==> src/rtl/maze_dfs_explorer_core_assert.svh <==
// Assertion macros shared by the maze explorer RTL.
// Each macro samples on i_clk and is held off while i_rst_n is low.
`ifndef MAZE_DFS_EXPLORER_CORE_ASSERT_SVH
`define MAZE_DFS_EXPLORER_CORE_ASSERT_SVH

// Same-cycle implication
`define MDE_ASSERT_IMP(label, cond, expr, msg) \
    label: assert property (@(posedge i_clk) disable iff (!i_rst_n) \
        (cond) |-> (expr)) else $error(msg);

// Next-cycle implication
`define MDE_ASSERT_NXT(label, cond, expr, msg) \
    label: assert property (@(posedge i_clk) disable iff (!i_rst_n) \
        (cond) |=> (expr)) else $error(msg);

`endif

==> src/rtl/mde_pkg.sv <==
// Shared types and constants for the maze depth-first explorer.
// No dependencies.
package mde_pkg;

    localparam int unsigned HistDepthDef = 512;
    localparam int unsigned CoordBitsDef = 16;
    localparam int unsigned DistW        = 12;
    localparam int unsigned CellW        = 16;

    typedef enum logic [1:0] {
        HDG_N = 2'd0,
        HDG_E = 2'd1,
        HDG_S = 2'd2,
        HDG_W = 2'd3
    } t_heading;

    typedef enum logic [1:0] {
        TURN_NONE  = 2'd0,
        TURN_RIGHT = 2'd1,
        TURN_LEFT  = 2'd2,
        TURN_BACK  = 2'd3
    } t_turn;

    typedef enum logic [1:0] {
        STEP_EXPLORE   = 2'd0,
        STEP_BACKTRACK = 2'd1,
        STEP_COMPLETE  = 2'd2,
        STEP_HALTED    = 2'd3
    } t_step;

    typedef struct packed {
        logic                    ovf;
        t_heading                heading;
        t_step                   kind;
        t_turn                   turn;
        logic                    wall_w;
        logic                    wall_s;
        logic                    wall_e;
        logic                    wall_n;
        logic signed [CellW-1:0] cell_row;
        logic signed [CellW-1:0] cell_col;
    } t_result;

endpackage

==> src/rtl/mde_out_fifo.sv <==
// Two-entry result queue that decouples the decision logic from the output stream.
// Depends on mde_pkg for the result item type.
module mde_out_fifo
    import mde_pkg::*;
(
    input  logic    i_clk,
    input  logic    i_rst_n,
    input  logic    i_push,
    input  t_result i_data,
    output logic    o_full,
    output logic    o_valid,
    output t_result o_data,
    input  logic    i_pop
);

    t_result    r_slot [2];
    logic       r_wr_ptr;
    logic       r_rd_ptr;
    logic [1:0] r_cnt;
    logic       w_pop_go;

    assign w_pop_go = i_pop && (r_cnt != 2'd0);
    assign o_full   = (r_cnt == 2'd2);
    assign o_valid  = (r_cnt != 2'd0);
    assign o_data   = r_slot[r_rd_ptr];

    // Store the incoming item
    always_ff @(posedge i_clk) begin
        if (i_push) begin
            r_slot[r_wr_ptr] <= i_data;
        end
    end

    // Advance pointers and occupancy
    always_ff @(posedge i_clk) begin
        if (!i_rst_n) begin
            r_wr_ptr <= 1'b0;
            r_rd_ptr <= 1'b0;
            r_cnt    <= 2'd0;
        end else begin
            if (i_push) begin
                r_wr_ptr <= ~r_wr_ptr;
            end
            if (w_pop_go) begin
                r_rd_ptr <= ~r_rd_ptr;
            end
            case ({i_push, w_pop_go})
                2'b10:   r_cnt <= r_cnt + 2'd1;
                2'b01:   r_cnt <= r_cnt - 2'd1;
                default: r_cnt <= r_cnt;
            endcase
        end
    end

endmodule

==> config.mk <==
export PLATFORM = sky130hd
export DESIGN_NAME = mde_out_fifo
export DESIGN_NICKNAME = d
export VERILOG_FILES = /design/src/rtl/maze_dfs_explorer_core_assert.svh /design/src/rtl/mde_pkg.sv /design/src/rtl/mde_out_fifo.sv
export SDC_FILE = /design/constraint.sdc
export NUM_CORES = 1
export LEC_CHECK = 0
export BUFFER_PORTS_ARGS = -buffer_cell sky130_fd_sc_hd__buf_2
export CAP_MARGIN = 20
export CELL_PAD_IN_SITES_DETAIL_PLACEMENT = 1
export CELL_PAD_IN_SITES_GLOBAL_PLACEMENT = 2
export CORE_MARGIN = 2
export CORE_UTILIZATION = 32
export CTS_CLUSTER_DIAMETER = 120
export CTS_CLUSTER_SIZE = 12
export DETAILED_ROUTE_END_ITERATION = 8
export GPL_TIMING_DRIVEN = 1
export PLACE_DENSITY = 0.68
export SKIP_CTS_REPAIR_TIMING = 1
export SYNTH_ARGS = -nofsm -noshare
export SYNTH_HDL_FRONTEND = slang
export SYNTH_SLANG_ARGS = --single-unit
==> constraint.sdc <==
create_clock -name i_clk -period 7.2 [get_ports i_clk]
set_input_delay 1.44 -clock i_clk [delete_from_list [all_inputs] [get_ports i_clk]]
set_output_delay 1.44 -clock i_clk [all_outputs]
set_load 0.02 [all_outputs]
==> results.txt, run 1 <==
----------------------------------------------------
[Clock network]
  Clock transition at path regs ... approximately 0.070 ns
  TritonCTS buffer count ... 9
  CTS tree ... built
  Clock Path Buffers ... 2
  Number of clock sinks ... 91
  Worst-skew pair later-pin latency ... 0.34 ns
  Number of H-tree levels ... 3
  Clock root buffer master ... sky130_fd_sc_hd__clkbuf_8

[Logic synthesis]
  Most used flip-flop cell after synthesis ... sky130_fd_sc_hd__edfxtp_1
  Library cell with the highest instance count after synthesis ... sky130_fd_sc_hd__edfxtp_1
  Commonest cells in the synthesized netlist ... sky130_fd_sc_hd__edfxtp_1, sky130_fd_sc_hd__mux2_2, sky130_fd_sc_hd__buf_2, sky130_fd_sc_hd__dfxtp_1
  Net count after synthesis ... between 200 and 250
  Register area share after synthesis ... 0.808
  Yosys reg bits ... between 90 and 100
  Post-Syn Area ... roughly 3300 sq um
  Number of flops mapped to enable cells by yosys ... between 80 and 90
  Leading area contributor after synthesis ... sky130_fd_sc_hd__edfxtp_1
  Portion of synthesized cell area occupied by the leading cell type ... 0.778
  Synth area leaders ... sky130_fd_sc_hd__edfxtp_1, sky130_fd_sc_hd__mux2_2, sky130_fd_sc_hd__dfxtp_1, sky130_fd_sc_hd__xnor2_1, sky130_fd_sc_hd__buf_2
  Syn. warnings ... 0
  Share of flip-flops with an asynchronous set or reset after synthesis ... 0
  Mean cell area of the mapped netlist ... 21.1 sq um
  Synthesized netlist cell count ... 157
  Number of distinct library cell variants in the gate-level netlist after synthesis ... 16

[STA]
  Final max-slew violation count ... 0
  Setup skew after layout ... between 0.007 and 0.008 ns
  Final sum of negative setup slack ... 0 ns
  Share of the cycle needed by the critical path after routing ... 0.452
  Fmax ... about 300 MHz
  Tightest Pin Transition ... a little over 0.6 ns
  Hold Fails Final Rpt ... 0
  Final setup violation count ... 0
  RSZ-0062 raised after global routing ... false
  Headroom to the max-slew limit ... 0.590
  Clock period minus worst slack ... roughly 3.3 ns

[Worst hold path]
  Class of the most critical hold timing path ... reg -> reg

[Floorplanning]
  Die area ... between 10000 and 15000 sq um
  Die span in y ... ~110 microns
  Cell Rows ... 37
  Horizontal extent of the die ... between 100 and 150 microns
  Effective utilization at floorplan ... 0.326
  I/O pin total ... roughly 90
  Core footprint ... 10200 sq um

[Routing]
  First-pass iteration count of the detailed router ... 3
  Via density per instance ... around 4.3
  Total via count in the routed design ... 1708
  Final ANT Viol Nets ... 0
  Count of unresolved DRC violations after routing ... 0
  Total routed wirelength ... between 5 and 6 mm
  Post-detailed-route wirelength per cell ... about 15 microns
  Number of design-rule violations left by the first detailed-router iteration ... 33

[Setup path]
  CP startpoint kind ... flop
  Worst endpoint required time ... between 5 and 6 ns
  Crit-path max FO ... 24
  Crit Path Category ... reg -> out
  CP Capture Type ... primary output
  Arrival time of data at the critical path endpoint ... 1.81 ns

[Cells and area]
  Ratio of cells with drive above 1 in the final layout ... 0.580
  Number of non-filler instances in the completed layout ... between 300 and 400
  Number of nets in the layout ... between 300 and 400
  Number of filler cells placed in the layout ... 1041
  Number of inserted diodes ... 0
  Area added between synthesis and finish ... 24.7%

[Global routing]
  Initial antenna violation count ... 1
  Total track usage ... 0.113
  Global-route wire length before repair ... 9.38 mm
  Via count of the first global-routing pass ... ~1900
  GR Overflow Total ... 0
  Pin count of the biggest net entering global routing ... between 40 and 50

[Power and ir drop]
  Power share of the clock group ... 0.231
  Peak VDD IR ... ~0.12 mV
  Combinational share of power ... 0.255
  Cell Pwr Density ... around 300 nW/um^2
  Net Sw Power ... 0.000356 W
  Sequential group share of total power ... 0.513
  Cell-internal power ... ~0.00090 W
  Static Leakage ... 1.52 nW
  Switching portion of total power ... 0.283

[Run status]
  Outcome ... complete, no violations

[Run]
  Maximum Capacitance Violations ... 0

[Placement]
  Port-buffer cells ... 91
  Global placement routability congestion ... a little over 0.6
  # placed instances ... 382
  Post-DP HPWL ... 3.84 mm

----------------------------------------------------
==> power groups by stage <==
| stage | logic [W] | clock network [W] | registers, W |
|---|---|---|---|
| detailed placement | 0.000328 | 0 | 0.000661 |
| CTS | 0.000329 | 0.000310 | 0.000649 |
| global placement | 0.000297 | 0 | 0.000680 |
| finish | 0.000321 | 0.000291 | 0.000646 |
| floorplan | 0.000240 | 0 | 0.000638 |
| global route | 0.000346 | 0.000325 | 0.000654 |
==> sequential cells by signal (all words and copies together) (netlist names), named ones only <==
| name | count |
|---|---|
| r_rd_ptr | 1 |
| r_slot | 86 |
| r_cnt | 2 |
| r_wr_ptr | 1 |
==> layer usage <==
layer,wire [microns],up-vias,share of wire,GRT usage
met5,16,-,0.0027,0
met4,110,2,0.018,0.0620
met3,325,10,0.055,0.0322
met2,3030,52,0.51,0.191
met1,2470,836,0.42,0.128
li1,-,808,-,-
==> worst max-delay path, stage by stage (launching register included) <==
cell and delay (ns):
sky130_fd_sc_hd__dfxtp_2 0.67, sky130_fd_sc_hd__buf_12 0.26, sky130_fd_sc_hd__mux2_2 0.38, sky130_fd_sc_hd__buf_2 0.16
==> stage by stage <==
| step | hold slack [ns] | instance area, sq um | util | setup WS [ns] | power [W] |
|---|---|---|---|---|---|
| 2_1_floorplan | 0.474 | 3320 | - | 3.42 | 0.000878 |
| 3_3_place_gp | 0.504 | 3940 | 0.386 | 4.03 | 0.000977 |
| 3_5_place_dp | 0.521 | 3980 | 0.390 | 4.24 | 0.000988 |
| 4_1_cts | 0.534 | 4140 | 0.406 | 3.84 | 0.00129 |
| 5_1_grt | 0.589 | 4140 | 0.406 | 3.81 | 0.00133 |
| 6_report | 0.523 | 4140 | 0.406 | 3.95 | 0.00126 |
==> path summary, 6_finish.rpt <==
kind / startpoint / endpoint / slack (ns) / cells past startpoint
min: r_cnt[1] / r_cnt[1] / 0.52 / 2
max: flop / o_data[37] / 3.95 / 3
min reg2reg: r_cnt[1] / r_cnt[1] / 0.52 / 2
max reg2reg: r_cnt[0] / r_cnt[1] / 5.76 / 4
==> final cells by class <==
class	instances	area, sq um	area share
clock buffers	16	160	0.0387
well taps	136	170	0.0411
multi-input cells	60	616	0.149
flip-flops and latches	91	2680	0.649
repair buffers	94	503	0.122
inverters	1	3.75	0.000907
==> cell families after synthesis <==
group,count (synthesis),synth area share
multiplexers,43,0.146
adder cells (fa/ha/maj),1,0.00377
flip-flops,91,0.808
buffers and inverters,6,0.00867
XOR/XNOR,3,0.00792
AND/OR/NAND/NOR,9,0.0170
AO/OA/AOI/OAI,4,0.00829
==> layout by cell type (no fill, tap or decap) <==
master,n
sky130_fd_sc_hd__or2_2,1
sky130_fd_sc_hd__or3_1,1
sky130_fd_sc_hd__and2_2,1
sky130_fd_sc_hd__and2b_2,1
sky130_fd_sc_hd__o21ai_0,1
sky130_fd_sc_hd__xnor2_1,3
sky130_fd_sc_hd__dfxtp_1,4
sky130_fd_sc_hd__nor2_4,1
sky130_fd_sc_hd__clkbuf_8,10
sky130_fd_sc_hd__o21a_1,2
sky130_fd_sc_hd__ha_1,1
sky130_fd_sc_hd__inv_1,1
sky130_fd_sc_hd__dfxtp_2,1
sky130_fd_sc_hd__and2_1,1
sky130_fd_sc_hd__edfxtp_1,86
sky130_fd_sc_hd__a21boi_1,1
sky130_fd_sc_hd__buf_4,1
sky130_fd_sc_hd__clkbuf_1,6
sky130_fd_sc_hd__mux2_2,43
sky130_fd_sc_hd__buf_2,91
sky130_fd_sc_hd__nor2b_1,3
sky130_fd_sc_hd__buf_12,2
Power figures use the tool's default switching activity.
==> inputs of run 2 (changes only) <==
- ABC_AREA: default -> 1
- PLACE_DENSITY: 0.68 -> 0.7
- clock period: 7.2 -> 2.95 ns (I/O delays scaled with it)
==> run 2 against run 1 <==
Setup slack got worse by 3.5 ns; combinational power increased by 40%; power is 130% higher; die area is 6.5% higher; largest cell class unchanged; sequential share of layout area decreased by 3.3 points; via count grew 4.3%; sequential power is 140% higher; highest routed layer is now met4.
==> results.txt, run 2 <==
----------------------------------------------------
[Floorplanning]
  Die span in y ... 109 microns (+3.2%)
  Cell Rows ... 38 (+2.7%)
  Core footprint ... 10800 sq um (+6.4%)
  Effective utilization at floorplan ... 0.327 (+0.00107)
  Die area ... 11900 sq um (+6.5%)
  I/O pin total ... 92 (unchanged)
  Horizontal extent of the die ... 109 microns (+3.2%)

[Logic synthesis]
  Syn. warnings ... 0 (unchanged)
  Area share of fa/ha/maj cells after synthesis ... 0.00353 (-0.000240)
  Most used flip-flop cell after synthesis ... sky130_fd_sc_hd__edfxtp_1
  Leading area contributor after synthesis ... sky130_fd_sc_hd__edfxtp_1
  Library cell with the highest instance count after synthesis ... sky130_fd_sc_hd__edfxtp_1
  Share of flip-flops with an asynchronous set or reset after synthesis ... 0 (unchanged)
  Post-synthesis share of cell area spent on and, or, nand and nor gates ... 0.0233 (+0.00634)
  Number of flops mapped to enable cells by yosys ... 86 (unchanged)
  Synth area leaders ... sky130_fd_sc_hd__edfxtp_1, sky130_fd_sc_hd__mux2_4, sky130_fd_sc_hd__dfxtp_1, sky130_fd_sc_hd__buf_12, sky130_fd_sc_hd__nor2_1
  Commonest cells in the synthesized netlist ... sky130_fd_sc_hd__edfxtp_1, sky130_fd_sc_hd__mux2_4, sky130_fd_sc_hd__nor2_1, sky130_fd_sc_hd__nand2_1, sky130_fd_sc_hd__inv_1
  Post-synthesis xor/xnor area fraction ... 0 (-0.00792)
  Register area share after synthesis ... 0.757 (-0.0514)
  Mux share of post-synthesis cell area ... 0.179 (+0.0331)
  Post-Syn Area ... 3540 sq um (+6.8%)
  Synthesized netlist cell count ... 170 (+8.3%)
  Post-synthesis compound-gate area fraction ... 0.00494 (-0.00335)
  Yosys reg bits ... 91 (unchanged)
  Net count after synthesis ... 218 (+6.3%)
  Mean cell area of the mapped netlist ... 20.8 sq um (-1.4%)
  Largest family of logic cells by synthesized area ... multiplexers
  Number of distinct library cell variants in the gate-level netlist after synthesis ... 15 (-1)
  Portion of synthesized cell area occupied by the leading cell type ... 0.729 (-0.0495)

[Setup path]
  Crit-path max FO ... 30 (+25%)
  Crit Path Category ... reg -> out
  Cell-by-cell listing of the critical path ... buf_4, mux2_4, buf_2
  Delay of the slowest critical-path stage ... 0.72 ns (+0.05 ns)
  CP Capture Type ... primary output
  CP startpoint kind ... flop
  Worst endpoint required time ... 2.36 ns (-3.40 ns)
  Cell with the biggest individual delay on the critical path ... sky130_fd_sc_hd__dfxtp_4
  Arrival time of data at the critical path endpoint ... 1.88 ns (+0.07 ns)

[Power and ir drop]
  Static Leakage ... 1.73 nW (+14%)
  Switching portion of total power ... 0.240 (-0.0430)
  Power share of the clock group ... 0.320 (+0.089)
  Peak VDD IR ... 0.298 mV (+150%)
  Cell Pwr Density ... 673 nW/um^2 (+120%)
  Sequential group share of total power ... 0.527 (+0.014)
  Cell-internal power ... 0.00223 W (+150%)
  Combinational share of power ... 0.152 (-0.103)
  Net Sw Power ... 0.000705 W (+98%)

[Cells and area]
  Number of inserted diodes ... 0 (unchanged)
  Max reg flops ... 86 (unchanged)
  Top library cells by usage in the layout, fill and taps aside ... sky130_fd_sc_hd__buf_2, sky130_fd_sc_hd__edfxtp_1, sky130_fd_sc_hd__mux2_4
  Number of nets in the layout ... 320 (+4.9%)
  Biggest regs ... r_slot (86), r_cnt (2)
  Most flops, register ... r_slot
  Most common cell after layout, fill and taps aside ... sky130_fd_sc_hd__buf_2
  Ratio of cells with drive above 1 in the final layout ... 0.567 (-0.0134)
  Number of filler cells placed in the layout ... 1138 (+9.3%)
  Area added between synthesis and finish ... 23.0%

[Global routing]
  GR Overflow Total ... 0 (unchanged)
  Total track usage ... 0.111 (-0.00170)
  Global-route wire length before repair ... 9.54 mm (+1.8%)
  Pin count of the biggest net entering global routing ... 44 (-2.2%)
  Initial antenna violation count ... 0 (-1)
  Via count of the first global-routing pass ... 1869 (-1.5%)

[STA]
  Final max-slew violation count ... 0 (unchanged)
  Clock period minus worst slack ... roughly 2.5 ns
  Final setup violation count ... 0 (unchanged)
  Hold Fails Final Rpt ... 0 (unchanged)
  Worst hold slack across all endpoints ... 0.412 ns (-0.111 ns)
  Share of the cycle needed by the critical path after routing ... 0.836
  Fmax ... between 400 and 500 MHz
  RSZ-0062 raised after global routing ... false
  Headroom to the max-slew limit ... 0.608 (+0.0171)
  Setup skew after layout ... 0.0128 ns (+0.00500 ns)
  Final sum of negative setup slack ... 0 ns (unchanged)
  Tightest Pin Transition ... 0.589 ns (-0.0256 ns)

[Clock network]
  Clock Path Buffers ... 2 (unchanged)
  Clock transition at path regs ... 0.09 ns (+0.02 ns)
  TritonCTS buffer count ... 9 (unchanged)
  Number of clock sinks ... 91 (unchanged)
  Worst-skew pair later-pin latency ... 0.36 ns (+0.02 ns)
  Number of H-tree levels ... 3 (unchanged)
  CTS tree ... built
  Clock root buffer master ... sky130_fd_sc_hd__clkbuf_8

[Routing]
  Via density per instance ... 4.27 (-0.48%)
  Number of design-rule violations left by the first detailed-router iteration ... 44 (+33%)
  Total routed wirelength ... 6.33 mm (+6.3%)
  First-pass iteration count of the detailed router ... 4 (+1)
  Total via count in the routed design ... 1781 (+4.3%)
  Final ANT Viol Nets ... 0 (unchanged)
  Post-detailed-route wirelength per cell ... 15.2 microns (+1.5%)
  Count of unresolved DRC violations after routing ... 0 (unchanged)

[Placement]
  Port-buffer cells ... 91 (unchanged)
  Post-DP HPWL ... 4.32 mm (+12%)
  Global placement routability congestion ... 0.712 (+17%)

[Run]
  Maximum Capacitance Violations ... 0 (unchanged)

[Run status]
  Outcome ... complete, no violations

[Worst hold path]
  Class of the most critical hold timing path ... in -> reg

----------------------------------------------------
run 2: cell types whose count changed after synthesis, sizes merged, moves of 2 or more:
| cell | previous run | this run |
|---|---|---|
| inv | 1 | 6 |
| nor2 | 1 | 11 |
| nand2 | 0 | 8 |
| nor2b | 3 | 0 |
| xnor2 | 3 | 0 |
| and2 | 2 | 0 |
run 2: critical path: cells and delay by family, from the launching register on:
family	cells	cell delay, ns
buffers and inverters	2	0.48
DFF	1	0.72
muxes	1	0.32
run 2: final timing paths:
kind         startpoint       endpoint  slack, ns  depth (start not counted)
max                flop     o_data[38]       0.48                          3
min          i_data[15]  r_slot[1][15]       0.41                          1
max reg2reg    r_wr_ptr  r_slot[1][29]       1.54                          3
min reg2reg    r_rd_ptr           flop       0.50                          2
run 2: area by class of cell:
class,instances,area (sq um),area share
clock buffer,12,155,0.0356
clock inverter,4,72.6,0.0166
inverter,6,22.5,0.00517
multi-input combinational,68,754,0.173
sequential,91,2690,0.616
tap,140,175,0.0402
timing repair buffer,96,493,0.113
run 2: metrics by stage:
step	setup slack, ns	utilization	power (W)	cells	area, sq um
after CTS	0.409	0.402	0.00298	417	4360
final	0.483	0.402	0.00294	417	4360
after floorplan	0.0507	-	0.00191	170	3540
after global routing	0.343	0.402	0.00306	417	4360
after global placement	0.847	0.381	0.00203	401	4130
after detailed placement	0.826	0.381	0.00204	401	4130
run 2: logic make-up (layout without fill, tap and decap cells):
logic type,count (synthesis),count (layout)
flops,91,91
mux,43,43
simple gates,21,21
buf+inv,11,118
compound gates,3,3
fa+ha+maj,1,1
run 2: metal layers:
| layer | vias to the layer above | wire [microns] | global-route usage |
|---|---|---|---|
| met3 | 11 | 449 | 0.0353 |
| met2 | 53 | 3170 | 0.178 |
| met5 | - | 0 | 0 |
| met1 | 872 | 2570 | 0.131 |
| met4 | 0 | 134 | 0.0624 |
| li1 | 845 | - | - |
run 2: power groups by stage:
stage	clock network (W)	logic [W]	registers, W
floorplan	0	0.000367	0.00154
global placement	0	0.000450	0.00158
detailed placement	0	0.000456	0.00158
CTS	0.000967	0.000458	0.00155
global route	0.00101	0.000486	0.00156
finish	0.000940	0.000448	0.00155
